`src/hw/rtl/utep_pkg.sv`:
```
`timescale 1ns / 1ps
`default_nettype none
// ----------------------------------------------------------------------------
// UTF-8 text console cursor engine package
// Shared widths, codes, reset values and event types.
// ----------------------------------------------------------------------------
package utep_pkg;

    localparam int W_BYTE = 8;
    localparam int W_ROW  = 7;
    localparam int W_COL  = 8;
    localparam int W_CP   = 21;
    localparam int W_RGB  = 24;
    localparam int W_CCNT = 9;
    localparam int W_RCNT = 8;
    localparam int W_CIDX = 2;
    localparam int W_RCNT_RUN = 3;

    localparam int MAX_COLUMNS_DEF = 256;
    localparam int MAX_ROWS_DEF    = 128;

    localparam logic [W_CCNT-1:0] COLUMNS_RST = 9'd80;
    localparam logic [W_RCNT-1:0] ROWS_RST    = 8'd25;
    localparam logic [W_RGB-1:0]  FG_RST      = 24'hFFFFFF;
    localparam logic [W_RGB-1:0]  BG_RST      = 24'h000000;

    localparam logic [W_CP-1:0] CP_QMARK = 21'h00003F;
    localparam logic [W_CP-1:0] CP_SPACE = 21'h000020;
    localparam logic [W_CP-1:0] CP_MAX   = 21'h10FFFF;

    localparam logic [W_BYTE-1:0] B_BS    = 8'h08;
    localparam logic [W_BYTE-1:0] B_TAB   = 8'h09;
    localparam logic [W_BYTE-1:0] B_LF    = 8'h0A;
    localparam logic [W_BYTE-1:0] B_CR    = 8'h0D;
    localparam logic [W_BYTE-1:0] B_SPACE = 8'h20;
    localparam logic [W_BYTE-1:0] B_DEL   = 8'h7F;
    localparam logic [W_BYTE-1:0] B_HIGH  = 8'h80;

    typedef enum logic {
        EVT_WRITE  = 1'b0,
        EVT_SCROLL = 1'b1
    } t_evt_kind;

    typedef enum logic [W_CIDX-1:0] {
        CFG_COLUMNS = 2'd0,
        CFG_ROWS    = 2'd1,
        CFG_FG      = 2'd2,
        CFG_BG      = 2'd3
    } t_cfg_idx;

    typedef struct packed {
        t_evt_kind         kind;
        logic [W_ROW-1:0]  row;
        logic [W_COL-1:0]  col;
        logic [W_CP-1:0]   cp;
    } t_evt;

    typedef struct packed {
        logic [W_RCNT_RUN-1:0] cnt;
        t_evt [3:0]            evt;
    } t_run;

endpackage
`default_nettype wire

```
`src/hw/rtl/utep_if.sv`:
```
`timescale 1ns / 1ps
`default_nettype none
// ----------------------------------------------------------------------------
// UTF-8 text console cursor engine channels
// Byte input, event output and register write channels.
// ----------------------------------------------------------------------------
interface utep_byte_if;
    logic                           valid;
    logic                           ready;
    logic [utep_pkg::W_BYTE-1:0]    in_byte;
    modport source (output valid, output in_byte, input ready);
    modport sink   (input valid, input in_byte, output ready);
endinterface

interface utep_evt_if;
    logic                           valid;
    logic                           ready;
    logic                           event_kind;
    logic [utep_pkg::W_ROW-1:0]     cell_row;
    logic [utep_pkg::W_COL-1:0]     cell_column;
    logic [utep_pkg::W_CP-1:0]      codepoint;
    logic [utep_pkg::W_RGB-1:0]     cell_foreground;
    logic [utep_pkg::W_RGB-1:0]     cell_background;
    logic                           last_of_run;
    modport source (output valid, output event_kind, output cell_row, output cell_column,
                    output codepoint, output cell_foreground, output cell_background,
                    output last_of_run, input ready);
    modport sink   (input valid, input event_kind, input cell_row, input cell_column,
                    input codepoint, input cell_foreground, input cell_background,
                    input last_of_run, output ready);
endinterface

interface utep_cfg_if;
    logic                           valid;
    logic                           ready;
    logic [utep_pkg::W_CIDX-1:0]    index;
    logic [utep_pkg::W_RGB-1:0]     data;
    modport source (output valid, output index, output data, input ready);
    modport sink   (input valid, input index, input data, output ready);
endinterface
`default_nettype wire

```
`src/hw/rtl/utep_cfg.sv`:
```
`timescale 1ns / 1ps
`default_nettype none
// ----------------------------------------------------------------------------
// UTF-8 text console cursor engine register file
// Holds grid size and colors, limits grid size to the supported range.
// ----------------------------------------------------------------------------
module utep_cfg #(
    parameter int MAX_COLUMNS = utep_pkg::MAX_COLUMNS_DEF,
    parameter int MAX_ROWS    = utep_pkg::MAX_ROWS_DEF
) (
    input  wire logic                                    i_clk,
    input  wire logic                                    i_rst_n,
    utep_cfg_if.sink                                     i_cfg,
    output logic [$clog2(MAX_COLUMNS+1)-1:0]             o_eff_cols,
    output logic [$clog2(MAX_ROWS+1)-1:0]                o_eff_rows,
    output logic [utep_pkg::W_RGB-1:0]                   o_fg,
    output logic [utep_pkg::W_RGB-1:0]                   o_bg
);
    import utep_pkg::*;

    localparam int CW  = $clog2(MAX_COLUMNS+1);
    localparam int ERW = $clog2(MAX_ROWS+1);

    logic [W_CCNT-1:0] r_cols;
    logic [W_RCNT-1:0] r_rows;
    logic [W_RGB-1:0]  r_fg;
    logic [W_RGB-1:0]  r_bg;

    assign i_cfg.ready = 1'b1;

    always_ff @(posedge i_clk) begin
        if (!i_rst_n) begin
            r_cols <= COLUMNS_RST;
            r_rows <= ROWS_RST;
            r_fg   <= FG_RST;
            r_bg   <= BG_RST;
        end else if (i_cfg.valid) begin
            unique case (t_cfg_idx'(i_cfg.index))
                CFG_COLUMNS: r_cols <= i_cfg.data[W_CCNT-1:0];
                CFG_ROWS:    r_rows <= i_cfg.data[W_RCNT-1:0];
                CFG_FG:      r_fg   <= i_cfg.data;
                CFG_BG:      r_bg   <= i_cfg.data;
                default: begin
                end
            endcase
        end
    end

    always_comb begin
        if (r_cols == '0) begin
            o_eff_cols = CW'(1);
        end else if (32'(r_cols) > MAX_COLUMNS) begin
            o_eff_cols = CW'(MAX_COLUMNS);
        end else begin
            o_eff_cols = CW'(r_cols);
        end
        if (r_rows == '0) begin
            o_eff_rows = ERW'(1);
        end else if (32'(r_rows) > MAX_ROWS) begin
            o_eff_rows = ERW'(MAX_ROWS);
        end else begin
            o_eff_rows = ERW'(r_rows);
        end
    end

    assign o_fg = r_fg;
    assign o_bg = r_bg;

endmodule
`default_nettype wire

```
`src/hw/rtl/utep_step.sv`:
```
`timescale 1ns / 1ps
`default_nettype none
// ----------------------------------------------------------------------------
// UTF-8 text console cursor engine step logic
// Decodes one byte against the cursor and decoder state, builds its events.
// ----------------------------------------------------------------------------
module utep_step #(
    parameter int MAX_COLUMNS = utep_pkg::MAX_COLUMNS_DEF,
    parameter int MAX_ROWS    = utep_pkg::MAX_ROWS_DEF
) (
    input  wire logic [utep_pkg::W_BYTE-1:0]             i_byte,
    input  wire logic [$clog2(MAX_COLUMNS+1)-1:0]        i_col,
    input  wire logic [$clog2(MAX_ROWS)-1:0]             i_row,
    input  wire logic [utep_pkg::W_CP-1:0]               i_partial,
    input  wire logic [1:0]                              i_cont,
    input  wire logic [$clog2(MAX_COLUMNS+1)-1:0]        i_eff_cols,
    input  wire logic [$clog2(MAX_ROWS+1)-1:0]           i_eff_rows,
    output logic [$clog2(MAX_COLUMNS+1)-1:0]             o_col,
    output logic [$clog2(MAX_ROWS)-1:0]                  o_row,
    output logic [utep_pkg::W_CP-1:0]                    o_partial,
    output logic [1:0]                                   o_cont,
    output utep_pkg::t_run                               o_run
);
    import utep_pkg::*;

    localparam int CW  = $clog2(MAX_COLUMNS+1);
    localparam int RW  = $clog2(MAX_ROWS);
    localparam int ERW = $clog2(MAX_ROWS+1);

    typedef struct packed {
        logic [CW-1:0]         col;
        logic [RW-1:0]         row;
        logic [W_RCNT_RUN-1:0] cnt;
        t_evt [3:0]            evt;
    } t_ctx;

    function automatic t_ctx emit(t_ctx c, t_evt_kind kind, logic [RW-1:0] row,
                                  logic [CW-1:0] col, logic [W_CP-1:0] cp);
        t_ctx r;
        r = c;
        r.evt[c.cnt[1:0]].kind = kind;
        r.evt[c.cnt[1:0]].row  = W_ROW'(row);
        r.evt[c.cnt[1:0]].col  = W_COL'(col);
        r.evt[c.cnt[1:0]].cp   = cp;
        r.cnt = c.cnt + 1'b1;
        return r;
    endfunction

    function automatic t_ctx next_line(t_ctx c, logic [ERW-1:0] rows);
        t_ctx r;
        logic [RW-1:0] bottom;
        r = c;
        bottom = RW'(rows - ERW'(1));
        r.col = '0;
        if (ERW'(c.row) + ERW'(1) >= rows) begin
            r = emit(r, EVT_SCROLL, bottom, '0, CP_SPACE);
            r.row = bottom;
        end else begin
            r.row = c.row + 1'b1;
        end
        return r;
    endfunction

    function automatic t_ctx put_char(t_ctx c, logic [W_CP-1:0] cp, logic [CW-1:0] cols,
                                      logic [ERW-1:0] rows);
        t_ctx r;
        r = c;
        if (c.col >= cols) begin
            r = next_line(r, rows);
        end
        r = emit(r, EVT_WRITE, r.row, r.col, cp);
        r.col = r.col + 1'b1;
        return r;
    endfunction

    t_ctx                ctx;
    logic                fresh;
    logic [CW+3:0]       tab;
    logic [W_CP-1:0]     acc;

    always_comb begin
        ctx       = '0;
        ctx.col   = (i_col > i_eff_cols) ? i_eff_cols : i_col;
        ctx.row   = (ERW'(i_row) >= i_eff_rows) ? RW'(i_eff_rows - ERW'(1)) : i_row;
        o_partial = i_partial;
        o_cont    = i_cont;
        fresh     = 1'b1;
        tab       = '0;
        acc       = {i_partial[W_CP-7:0], i_byte[5:0]};

        if (i_cont != 2'd0) begin
            if (i_byte[7:6] != 2'b10) begin
                o_cont = 2'd0;
                ctx    = put_char(ctx, CP_QMARK, i_eff_cols, i_eff_rows);
            end else begin
                fresh     = 1'b0;
                o_partial = acc;
                o_cont    = i_cont - 2'd1;
                if (i_cont == 2'd1) begin
                    ctx = put_char(ctx, (acc <= CP_MAX) ? acc : CP_QMARK,
                                   i_eff_cols, i_eff_rows);
                end
            end
        end

        if (fresh) begin
            if (i_byte < B_SPACE || i_byte == B_DEL) begin
                case (i_byte)
                    B_LF: ctx = next_line(ctx, i_eff_rows);
                    B_CR: ctx.col = '0;
                    B_BS: begin
                        if (ctx.col != '0) begin
                            ctx.col = ctx.col - 1'b1;
                        end
                    end
                    B_TAB: begin
                        tab = (CW+4)'(ctx.col) + (CW+4)'(8);
                        tab[2:0] = 3'b000;
                        if (tab >= (CW+4)'(i_eff_cols)) begin
                            ctx.col = i_eff_cols - 1'b1;
                        end else begin
                            ctx.col = CW'(tab);
                        end
                    end
                    default: begin
                    end
                endcase
            end else if (i_byte < B_HIGH) begin
                ctx = put_char(ctx, W_CP'(i_byte), i_eff_cols, i_eff_rows);
            end else if (i_byte[7:5] == 3'b110) begin
                o_partial = W_CP'(i_byte[4:0]);
                o_cont    = 2'd1;
            end else if (i_byte[7:4] == 4'b1110) begin
                o_partial = W_CP'(i_byte[3:0]);
                o_cont    = 2'd2;
            end else if (i_byte[7:3] == 5'b11110) begin
                o_partial = W_CP'(i_byte[2:0]);
                o_cont    = 2'd3;
            end else begin
                ctx = put_char(ctx, CP_QMARK, i_eff_cols, i_eff_rows);
            end
        end

        o_col     = ctx.col;
        o_row     = ctx.row;
        o_run.cnt = ctx.cnt;
        o_run.evt = ctx.evt;
    end

endmodule
`default_nettype wire

```
`src/hw/rtl/utf8_text_console_cursor_engine_unit.sv`:
```
`timescale 1ns / 1ps
`default_nettype none
// ----------------------------------------------------------------------------
// UTF-8 text console cursor engine
// Decodes console bytes into cell writes and scroll events.
//
//   channel   role   handshake      word
//   i_byte    sink   valid/ready    in_byte
//   o_evt     source valid/ready    one cell write or scroll event
//   i_cfg     sink   valid/ready    register index and data
//
// A byte is decoded in the cycle it is accepted; its events are registered and leave one
// per cycle while o_evt.ready is high, so one byte per cycle with single-event bytes.
// A byte with n events holds the event stage until its last event is taken; one
// more byte's events wait in a second run register, after which i_byte.ready drops.
// Reset clears the cursor, decoder state and registers; no clearing pass.
// ----------------------------------------------------------------------------
module utf8_text_console_cursor_engine_unit #(
    parameter int MAX_COLUMNS = utep_pkg::MAX_COLUMNS_DEF,
    parameter int MAX_ROWS    = utep_pkg::MAX_ROWS_DEF
) (
    input  wire logic   i_clk,
    input  wire logic   i_rst_n,
    utep_byte_if.sink   i_byte,
    utep_evt_if.source  o_evt,
    utep_cfg_if.sink    i_cfg
);
    import utep_pkg::*;

    localparam int CW  = $clog2(MAX_COLUMNS+1);
    localparam int RW  = $clog2(MAX_ROWS);
    localparam int ERW = $clog2(MAX_ROWS+1);

    logic [CW-1:0]   eff_cols;
    logic [ERW-1:0]  eff_rows;
    logic [W_RGB-1:0] fg;
    logic [W_RGB-1:0] bg;

    logic [CW-1:0]   r_col,     n_col;
    logic [RW-1:0]   r_row,     n_row;
    logic [W_CP-1:0] r_partial, n_partial;
    logic [1:0]      r_cont,    n_cont;
    t_run            step_run;

    logic            r_out_v;
    t_run            r_out_run;
    logic [1:0]      r_out_idx;
    logic            r_pend_v;
    t_run            r_pend_run;

    logic            accept;
    logic            new_v;
    logic            last;
    logic            pop;
    logic            out_free;
    t_evt            cur;

    utep_cfg #(
        .MAX_COLUMNS (MAX_COLUMNS),
        .MAX_ROWS    (MAX_ROWS)
    ) u_cfg (
        .i_clk      (i_clk),
        .i_rst_n    (i_rst_n),
        .i_cfg      (i_cfg),
        .o_eff_cols (eff_cols),
        .o_eff_rows (eff_rows),
        .o_fg       (fg),
        .o_bg       (bg)
    );

    utep_step #(
        .MAX_COLUMNS (MAX_COLUMNS),
        .MAX_ROWS    (MAX_ROWS)
    ) u_step (
        .i_byte     (i_byte.in_byte),
        .i_col      (r_col),
        .i_row      (r_row),
        .i_partial  (r_partial),
        .i_cont     (r_cont),
        .i_eff_cols (eff_cols),
        .i_eff_rows (eff_rows),
        .o_col      (n_col),
        .o_row      (n_row),
        .o_partial  (n_partial),
        .o_cont     (n_cont),
        .o_run      (step_run)
    );

    assign i_byte.ready = !r_pend_v;
    assign accept       = i_byte.valid && !r_pend_v;
    assign new_v        = accept && (step_run.cnt != '0);

    assign cur      = r_out_run.evt[r_out_idx];
    assign last     = ({1'b0, r_out_idx} + 3'd1) == r_out_run.cnt;
    assign pop      = r_out_v && o_evt.ready;
    assign out_free = !r_out_v || (pop && last);

    assign o_evt.valid           = r_out_v;
    assign o_evt.event_kind      = cur.kind;
    assign o_evt.cell_row        = cur.row;
    assign o_evt.cell_column     = cur.col;
    assign o_evt.codepoint       = cur.cp;
    assign o_evt.cell_foreground = fg;
    assign o_evt.cell_background = bg;
    assign o_evt.last_of_run     = last;

    always_ff @(posedge i_clk) begin
        if (!i_rst_n) begin
            r_col     <= '0;
            r_row     <= '0;
            r_partial <= '0;
            r_cont    <= '0;
        end else if (accept) begin
            r_col     <= n_col;
            r_row     <= n_row;
            r_partial <= n_partial;
            r_cont    <= n_cont;
        end
    end

    always_ff @(posedge i_clk) begin
        if (!i_rst_n) begin
            r_out_v   <= 1'b0;
            r_pend_v  <= 1'b0;
            r_out_idx <= '0;
        end else if (out_free) begin
            r_out_idx <= '0;
            if (r_pend_v) begin
                r_out_v   <= 1'b1;
                r_out_run <= r_pend_run;
                r_pend_v  <= 1'b0;
            end else if (new_v) begin
                r_out_v   <= 1'b1;
                r_out_run <= step_run;
            end else begin
                r_out_v   <= 1'b0;
            end
        end else begin
            if (pop) begin
                r_out_idx <= r_out_idx + 2'd1;
            end
            if (new_v) begin
                r_pend_v   <= 1'b1;
                r_pend_run <= step_run;
            end
        end
    end

`ifndef SYNTHESIS
    a_pend_needs_out: assert property (@(posedge i_clk) disable iff (!i_rst_n)
        r_pend_v |-> r_out_v)
        else $error("pending run without active run");

    a_idx_in_run: assert property (@(posedge i_clk) disable iff (!i_rst_n)
        r_out_v |-> ({1'b0, r_out_idx} < r_out_run.cnt))
        else $error("event index beyond run length");

    a_stall_holds_run: assert property (@(posedge i_clk) disable iff (!i_rst_n)
        (r_out_v && !o_evt.ready) |=> (r_out_v && $stable(r_out_idx)))
        else $error("event stage moved while stalled");

    a_cursor_in_grid: assert property (@(posedge i_clk) disable iff (!i_rst_n)
        $past(accept) && $stable(eff_rows) |-> (ERW'(r_row) < eff_rows))
        else $error("cursor row outside grid");
`endif

endmodule
`default_nettype wire

```
`src/flat_wrapper.sv`:
```
// flat-port wrapper written by rule: the top's interface ports become plain ports
module utf8_text_console_cursor_engine_unit_flat import utep_pkg::*;
#(
    parameter int MAX_COLUMNS = utep_pkg::MAX_COLUMNS_DEF,
    parameter int MAX_ROWS    = utep_pkg::MAX_ROWS_DEF
)
  (i_clk, i_rst_n, i_byte_valid, i_byte_in_byte, i_byte_ready, o_evt_valid, o_evt_event_kind, o_evt_cell_row, o_evt_cell_column, o_evt_codepoint, o_evt_cell_foreground, o_evt_cell_background, o_evt_last_of_run, o_evt_ready, i_cfg_valid, i_cfg_index, i_cfg_data, i_cfg_ready);
  utep_byte_if i_byte_i ();
  utep_evt_if o_evt_i ();
  utep_cfg_if i_cfg_i ();
  input  wire logic i_clk;
  input  wire logic i_rst_n;
  input wire logic [$bits(i_byte_i.valid)-1:0] i_byte_valid;
  input wire logic [$bits(i_byte_i.in_byte)-1:0] i_byte_in_byte;
  output wire logic [$bits(i_byte_i.ready)-1:0] i_byte_ready;
  output wire logic [$bits(o_evt_i.valid)-1:0] o_evt_valid;
  output wire logic [$bits(o_evt_i.event_kind)-1:0] o_evt_event_kind;
  output wire logic [$bits(o_evt_i.cell_row)-1:0] o_evt_cell_row;
  output wire logic [$bits(o_evt_i.cell_column)-1:0] o_evt_cell_column;
  output wire logic [$bits(o_evt_i.codepoint)-1:0] o_evt_codepoint;
  output wire logic [$bits(o_evt_i.cell_foreground)-1:0] o_evt_cell_foreground;
  output wire logic [$bits(o_evt_i.cell_background)-1:0] o_evt_cell_background;
  output wire logic [$bits(o_evt_i.last_of_run)-1:0] o_evt_last_of_run;
  input wire logic [$bits(o_evt_i.ready)-1:0] o_evt_ready;
  input wire logic [$bits(i_cfg_i.valid)-1:0] i_cfg_valid;
  input wire logic [$bits(i_cfg_i.index)-1:0] i_cfg_index;
  input wire logic [$bits(i_cfg_i.data)-1:0] i_cfg_data;
  output wire logic [$bits(i_cfg_i.ready)-1:0] i_cfg_ready;
  assign i_byte_i.valid = i_byte_valid;
  assign i_byte_i.in_byte = i_byte_in_byte;
  assign i_byte_ready = i_byte_i.ready;
  assign o_evt_valid = o_evt_i.valid;
  assign o_evt_event_kind = o_evt_i.event_kind;
  assign o_evt_cell_row = o_evt_i.cell_row;
  assign o_evt_cell_column = o_evt_i.cell_column;
  assign o_evt_codepoint = o_evt_i.codepoint;
  assign o_evt_cell_foreground = o_evt_i.cell_foreground;
  assign o_evt_cell_background = o_evt_i.cell_background;
  assign o_evt_last_of_run = o_evt_i.last_of_run;
  assign o_evt_i.ready = o_evt_ready;
  assign i_cfg_i.valid = i_cfg_valid;
  assign i_cfg_i.index = i_cfg_index;
  assign i_cfg_i.data = i_cfg_data;
  assign i_cfg_ready = i_cfg_i.ready;
  utf8_text_console_cursor_engine_unit #(.MAX_COLUMNS(MAX_COLUMNS), .MAX_ROWS(MAX_ROWS)) u_core (.i_clk(i_clk), .i_rst_n(i_rst_n), .i_byte(i_byte_i), .o_evt(o_evt_i), .i_cfg(i_cfg_i));
endmodule
```
`config.mk`:
```
export PLATFORM = sky130hd
export DESIGN_NAME = utf8_text_console_cursor_engine_unit_flat
export DESIGN_NICKNAME = d
export VERILOG_FILES = /design/src/hw/rtl/utep_pkg.sv /design/src/hw/rtl/utep_if.sv /design/src/hw/rtl/utep_cfg.sv /design/src/hw/rtl/utep_step.sv /design/src/hw/rtl/utf8_text_console_cursor_engine_unit.sv /design/src/flat_wrapper.sv
export SDC_FILE = /design/constraint.sdc
export NUM_CORES = 1
export LEC_CHECK = 0
export BUFFER_PORTS_ARGS = -buffer_cell sky130_fd_sc_hd__buf_2
export CAP_MARGIN = 20
export CORE_MARGIN = 2
export CORE_UTILIZATION = 60
export CTS_BUF_LIST = sky130_fd_sc_hd__clkbuf_8
export CTS_CLUSTER_SIZE = 8
export DETAILED_ROUTE_END_ITERATION = 10
export PLACE_DENSITY = 0.79
export SLEW_MARGIN = 20
export SYNTH_ARGS = -nofsm -noshare
export SYNTH_HDL_FRONTEND = slang
export SYNTH_SLANG_ARGS = --single-unit
```
`constraint.sdc`:
```
create_clock -name i_clk -period 19.9 [get_ports i_clk]
set_input_delay 2.985 -clock i_clk [delete_from_list [all_inputs] [get_ports i_clk]]
set_output_delay 2.985 -clock i_clk [all_outputs]
set_load 0.01 [all_outputs]
```
==> results of run 1 <==
## worst max-delay path by stage
| stage | end | slack, ps | depth (start not counted) |
|---|---|---|---|
| finish | u_core.r_pend_run[36] | 7030 | 41 |
| global route | u_core.r_pend_run[6] | 6000 | 41 |
| CTS | u_core.r_pend_run[143] | 7260 | 41 |
| detailed placement | u_core.r_pend_run[117] | 7290 | 41 |
| global placement | u_core.r_pend_run[6] | 7770 | 41 |
| floorplan | u_core.r_pend_run[0] | 5500 | 44 |
## logic make-up after synthesis
group,after synthesis
AO/OA/AOI/OAI,516
XOR/XNOR,30
adder cells (fa/ha/maj),74
buffers and inverters,192
flip-flops,352
multiplexers,133
other,2
AND/OR/NAND/NOR,772
## critical path, delay by kind of cell (launching register included)
family                     cells  cell delay, ps
DFF                            1             570
and+or+nand+nor                9            2530
buffers and inverters          8            2380
AOI/OAI and AO/OA             13            3900
muxes                          2             580
adders and majority gates      7            2190
xor gates and xnor gates       2             220
## placed cells by master, fill, tap and decap left out, types with 22 or more instances in the layout
master / instances
a211oi_1: 24
a21boi_0: 36
a21oi_1: 86
a31oi_1: 22
and2_1: 39
buf_2: 126
buf_4: 35
clkbuf_8: 65
dfxtp_1: 99
edfxtp_1: 250
ha_1: 74
inv_1: 74
mux2_2: 74
mux2i_1: 35
mux4_2: 24
nand2_1: 281
nand3_1: 65
nor2_1: 190
nor2b_1: 34
nor3_1: 46
o21ai_0: 97
o22ai_1: 31
o31ai_1: 53
xnor2_1: 23
## synth_stat cells (16+ instances only)
cell	number
nand2_1	282
edfxtp_1	250
nor2_1	191
clkbuf_1	115
dfxtp_1	102
o21ai_0	97
a21oi_1	86
ha_1	74
mux2_2	74
nand3_1	65
o31ai_1	53
inv_1	50
nor3_1	48
and2_1	39
a21boi_0	36
mux2i_1	35
nor2b_1	35
o22ai_1	31
a211oi_1	25
mux4_2	24
xnor2_1	23
a31oi_1	22
o211ai_1	21
nand2b_1	19
a22oi_1	16
and3_1	16
## metrics by stage
stage | power (mW) | hold WS (ps) | setup WS (ps) | instances | cell area [um^2]
after floorplan | 1.946 | 460.8 | 5503 | 2074 | 20320
after global placement | 2.354 | 446.9 | 7768 | 2546 | 21290
after detailed placement | 2.379 | 451.2 | 7288 | 2546 | 21290
after CTS | 2.971 | 466.8 | 7258 | 2645 | 22370
after global routing | 3.167 | 487.9 | 5997 | 2646 | 22370
final | 3.005 | 464.1 | 7025 | 2646 | 22370
## area by class of cell
class | instances | area, um^2 | area share [%]
flip-flops and latches | 352 | 9555 | 42.71
diodes | 1 | 2.502 | 0.01119
repair buffers | 161 | 893.4 | 3.993
well taps | 448 | 560.5 | 2.505
inverters | 55 | 206.4 | 0.9228
clock buffers | 65 | 894.6 | 3.999
multi-input cells | 1530 | 10070 | 45.03
clock inverters | 34 | 186.4 | 0.8333
## metal layers
layer  vias to the layer above  share of wire [%]  GRT usage, %  routed length [um]
li1                       7853                  -             -                   -
met1                      8247                 41         44.83               24200
met5                         -                  0             0                   0
met4                         0                4.6         15.60                2722
met2                       971                 46         53.48               27290
met3                       197                9.2         7.093                5480
## flip-flops by register name (all words and copies together), names as in the netlist
signal / cells
u_core.r_pend_run: 125
u_core.r_cont: 2
u_core.r_col: 9
u_core.r_out_idx: 2
u_core.u_cfg.o_bg: 24
u_core.r_partial: 15
u_core.u_cfg.o_fg: 24
u_core.r_out_run: 125
u_core.u_cfg.r_rows: 8
u_core.o_evt.valid: 1
u_core.u_cfg.r_cols: 9
u_core.r_pend_v: 1
u_core.r_row: 7
## power by group through the flow
stage	registers [mW]	clock network [mW]	logic [mW]
5_1_grt	0.972	0.628	1.57
2_1_floorplan	0.969	0	0.978
3_5_place_dp	0.978	0	1.40
4_1_cts	0.964	0.599	1.41
3_3_place_gp	0.973	0	1.38
6_report	0.965	0.591	1.45
==> results.json, run 1 <==
{
  "synth_fa_ha_area_share_pct": 4.559,
  "core_area_um2": 33450,
  "slew_viol_final": 0,
  "hp-class": "flop to flop",
  "yosys.area.top_type": "edfxtp_1",
  "slowest_stage": "buf_4",
  "whs_endpoint": "u_core.u_cfg.o_bg[9]",
  "grt_overflow": 0,
  "portBuffers": 126,
  "synth_compound_area_share_pct": 17.38,
  "ys_top_cells_by_area": "edfxtp_1 (37%), dfxtp_1 (10%), nand2_1 (5.2%)",
  "skew_ps": 26.34,
  "cts_tree": "done",
  "rows": 67,
  "die_h_um": 188.0,
  "utilization_pct": 66.89,
  "cts_buffers": 56,
  "ir_worst_vdd_mv": 0.06120,
  "period_minus_slack_ps": 12870,
  "cp-end-kind": "flop",
  "startpoint_type": "flop",
  "ctsRootBufferMaster": "clkbuf_8",
  "syn_avg_cell_area_um2": 9.805,
  "ios": 128,
  "run_status": "completed",
  "synth-seq-cells": 352,
  "seq_area_frac_synth_pct": 47.02,
  "p_leak_nw": 8.491,
  "drtIter0Drc": 1647,
  "maxSlewHeadroom_pct": 22.54,
  "gp_congestion": 0.9979,
  "rr_worst_depth": 41,
  "hold_start": "u_core.u_cfg.o_bg[9]",
  "dr_total_vias": 17270,
  "yosys_warnings": 0,
  "clock_path_buffers": 3,
  "yosys.area_share.simple_pct": 17.59,
  "hpwl_um": 42700,
  "tightest_slew_ps": 1158,
  "r2r_slack_ps": 7030,
  "post_cts_buffers": 0,
  "startpoint": "u_core.u_cfg.r_rows[7]",
  "drtPass1Iterations": 8,
  "r2r_start": "u_core.u_cfg.r_rows[7]",
  "grt_pass1_wl_um": 94490,
  "cts_htree_levels": 2,
  "path_clk_slew_ps": 60,
  "die_x_um": 188.0,
  "synth_edf_count": 250,
  "antenna_found_initial": 1,
  "powerDensity_nw_per_um2": 134.3,
  "setup_tns_ps": 0,
  "power.share.clock_pct": 19.7,
  "critical_path_class": "flop to flop",
  "ctsHoldBuffers": 0,
  "p_int_mw": 1.710,
  "drc": 0,
  "fin_nets": 2269,
  "p_seq_share_pct": 32.1,
  "synthXorXnorAreaFrac_pct": 1.294,
  "rr_endpoint": "u_core.r_pend_run[36]",
  "pwr-share-comb_pct": 48.2,
  "viasPerCell": 6.526,
  "netSwitchingFraction_pct": 43.09,
  "area.growth.synth_to_final_pct": 10.17,
  "ant_nets": 0,
  "synthDistinctLibCells": 90,
  "routedWlPerCell_um": 22.56,
  "grt_setup_unrepaired": "no",
  "nFillCells": 2583,
  "final_hold_viol_count": 0,
  "synth-main-ff-cell": "edfxtp_1",
  "finalSetupViolCount": 0,
  "first_global_vias": 16850,
  "clk_latency_ps": 630,
  "synthMuxAreaShare_pct": 8.490,
  "holdPathStages": 2,
  "critical-path-max-stage-delay_ps": 760,
  "grt_usage_pct": 33.80,
  "p_sw_mw": 1.295,
  "syn-cell-area_um2": 20310,
  "clock-sinks": 352,
  "grt_max_degree": 107,
  "ys_async_sr_fraction_pct": 0,
  "synth.top_cell.area_share_pct": 36.97,
  "dieArea_um2": 35330,
  "final_min_period_over_clock_period_pct": 64.70,
  "cts_resized": 0,
  "worstPathRequired_ps": 20140,
  "synth_top_family_by_area": "simple AND/OR/NAND/NOR gates",
  "synthCells": 2071,
  "crit_path_max_fanout": 66,
  "cp.arrival_ps": 13110,
  "drive_gt1_share_pct": 17.16,
  "drv_cap": 0,
  "cp_common_cell": "ha_1",
  "drt-total-wl_um": 59690,
  "fmax_mhz": 77.67,
  "start_util_pct": 60.71
}
No activity file was read; power rests on OpenSTA's default activity.
==> run 2: changes to the inputs <==
--- a/config.mk
+++ b/config.mk
@@ -5,6 +5,7 @@
 export SDC_FILE = /design/constraint.sdc
 export NUM_CORES = 1
 export LEC_CHECK = 0
+export ABC_AREA = 1
 export BUFFER_PORTS_ARGS = -buffer_cell sky130_fd_sc_hd__buf_2
 export CAP_MARGIN = 20
 export CORE_MARGIN = 2
==> constraint.sdc (replaced) <==
create_clock -name i_clk -period 13 [get_ports i_clk]
set_input_delay 1.95 -clock i_clk [delete_from_list [all_inputs] [get_ports i_clk]]
set_output_delay 1.95 -clock i_clk [all_outputs]
set_load 0.01 [all_outputs]
==> run 2 against run 1 <==
Compared with the run above:
- non-clock buffer count shrank 11
- fmax grew 25%
- final cell count rose by 22%
- critical path type unchanged
- cell area is 1.8% higher
==> results.json, run 2 <==
{
  "synth.top_cell.area_share_pct": 36.23,
  "setup_tns_ps": 0,
  "ios": 128,
  "skew_ps": 33.64,
  "yosysMostFrequentCell": "nand2_1",
  "final_hold_viol_count": 0,
  "clock-sinks": 352,
  "synth-main-ff-cell": "edfxtp_1",
  "cts_resized": 0,
  "ctsHoldBuffers": 0,
  "yosys.area.top_type": "edfxtp_1",
  "p_leak_nw": 9.967,
  "post_cts_buffers": 0,
  "cts_htree_levels": 2,
  "start_util_pct": 60.43,
  "first_global_vias": 17530,
  "syn-cell-area_um2": 20720,
  "syn_avg_cell_area_um2": 7.840,
  "portBuffers": 126,
  "finalSetupViolCount": 0,
  "viasPerCell": 5.821,
  "cp_common_cell": "nand2_1",
  "clock_path_buffers": 3,
  "grt_max_degree": 106,
  "slowest_stage": "buf_4",
  "synthCells": 2643,
  "maxSlewHeadroom_pct": 31.85,
  "startpoint_type": "flop",
  "crit_path_max_fanout": 76,
  "die_h_um": 189.8,
  "grt_overflow": 0,
  "multiInputGateArea_um2": 9819,
  "cp.arrival_ps": 10600,
  "ant_nets": 0,
  "gp_congestion": 1.064,
  "drv_cap": 0,
  "die_x_um": 189.8,
  "run_status": "completed",
  "seqCellArea_um2": 9554,
  "drive_gt1_share_pct": 13.74,
  "power_mw": 4.339,
  "routedWlPerCell_um": 19.13,
  "seq_area_frac_synth_pct": 46.09,
  "layout_common_cells": "nand2_1 (831), nor2_1 (280), edfxtp_1 (250)",
  "grt_usage_pct": 34.12,
  "ys_top_cells_by_area": "edfxtp_1 (36%), nand2_1 (15%), dfxtp_1 (9.9%)",
  "grt_pass1_wl_um": 95900,
  "tightest_slew_ps": 1021,
  "fmax_mhz": 96.78,
  "cts_tree": "done",
  "antenna_found_initial": 0,
  "dr_total_vias": 18840,
  "slew_viol_final": 0,
  "critical_path_class": "flop to flop",
  "period_minus_slack_ps": 10330,
  "final_min_period_over_clock_period_pct": 79.48,
  "drc": 0,
  "hp-class": "flop to flop",
  "critical-path-max-stage-delay_ps": 830,
  "ctsRootBufferMaster": "clkbuf_8",
  "drt-total-wl_um": 61920,
  "drtPass1Iterations": 6,
  "powerDensity_nw_per_um2": 190.6,
  "utilization_pct": 66.41,
  "top_regs": "u_core.r_out_run: 125 flops, u_core.r_pend_run: 125 flops",
  "antenna_cells": 0,
  "core_area_um2": 34290,
  "hpwl_um": 43190,
  "synthDistinctLibCells": 73,
  "final_common_cell": "nand2_1",
  "synth_edf_count": 250,
  "grt_setup_unrepaired": "no",
  "clk_latency_ps": 670,
  "path_clk_slew_ps": 60,
  "yosys_warnings": 0,
  "synth-seq-cells": 352,
  "ir_worst_vdd_mv": 0.1372,
  "worstPathRequired_ps": 13270,
  "fin_nets": 2853,
  "ys_async_sr_fraction_pct": 0,
  "nFillCells": 2974,
  "area.growth.synth_to_final_pct": 9.891,
  "rows": 68,
  "netlist_top_cells_count": "nand2_1 (831), nor2_1 (282), edfxtp_1 (250)",
  "drtIter0Drc": 1951,
  "cts_buffers": 57,
  "cp-end-kind": "flop",
  "dieArea_um2": 36040
}
run 2: layout make-up:
type	count	area share [%]
Inverter	239	3.945
Tap cell	455	2.500
Multi-Input combinational cell	1940	43.13
Sequential cell	352	41.96
Clock buffer	62	3.748
Timing Repair Buffer	150	3.621
Clock inverter	38	1.099
run 2: final timing paths:
kind	from	end	slack, ps	cells after the start
max	u_core.u_cfg.r_rows[7]	u_core.r_out_run[134]	2670	54
min	u_core.u_cfg.o_bg[20]	u_core.u_cfg.o_bg[20]	440	2
max reg2reg	u_core.u_cfg.r_rows[7]	u_core.r_out_run[134]	2670	54
min reg2reg	u_core.u_cfg.o_bg[20]	u_core.u_cfg.o_bg[20]	440	2
run 2: critical path, delay by kind of cell (launching register included):
kind	cells	cell delay, ps
simple gates	32	4050
buf+inv	10	2680
fa+ha+maj	7	1870
compound gates	5	880
flops	1	310
run 2: per-stage QoR:
stage / area [um^2] / setup slack (ps) / std cells / hold slack (ps)
detailed placement: 21660 / 2942 / 3135 / 435.7
finish: 22770 / 2667 / 3236 / 443.1
global route: 22770 / 1798 / 3236 / 461.0
CTS: 22760 / 2899 / 3235 / 445.0
global placement: 21650 / 3203 / 3134 / 430.4
floorplan: 20730 / 771.5 / 2646 / 434.6
run 2: per-layer routing:
metal / track usage (%) / share of wire (%) / wire length [um]
met5: 0 / 0 / 0
met4: 12.94 / 3.2 / 1973
met3: 5.479 / 8.5 / 5234
met2: 54.69 / 46 / 28450
met1: 46.81 / 42 / 26250
run 2: cells by family (layout without fill, tap and decap cells):
family          Yosys count  in the layout  synth area share (%)
compound gates          475            475                 13.23
xor+xnor                 21             21                 1.268
fa+ha+maj                74             74                 4.469
buf+inv                 354            489                 6.648
flops                   352            352                 46.09
mux                       3              3                0.1630
other cells               2              5               0.03625
simple gates           1362           1362                 28.10
run 2: where the power goes:
part / internal (mW) / total (mW) / switching [mW]
sequential: 1.43 / 1.49 / 0.0564
combinational: 0.525 / 1.91 / 1.38
clock: 0.496 / 0.945 / 0.448
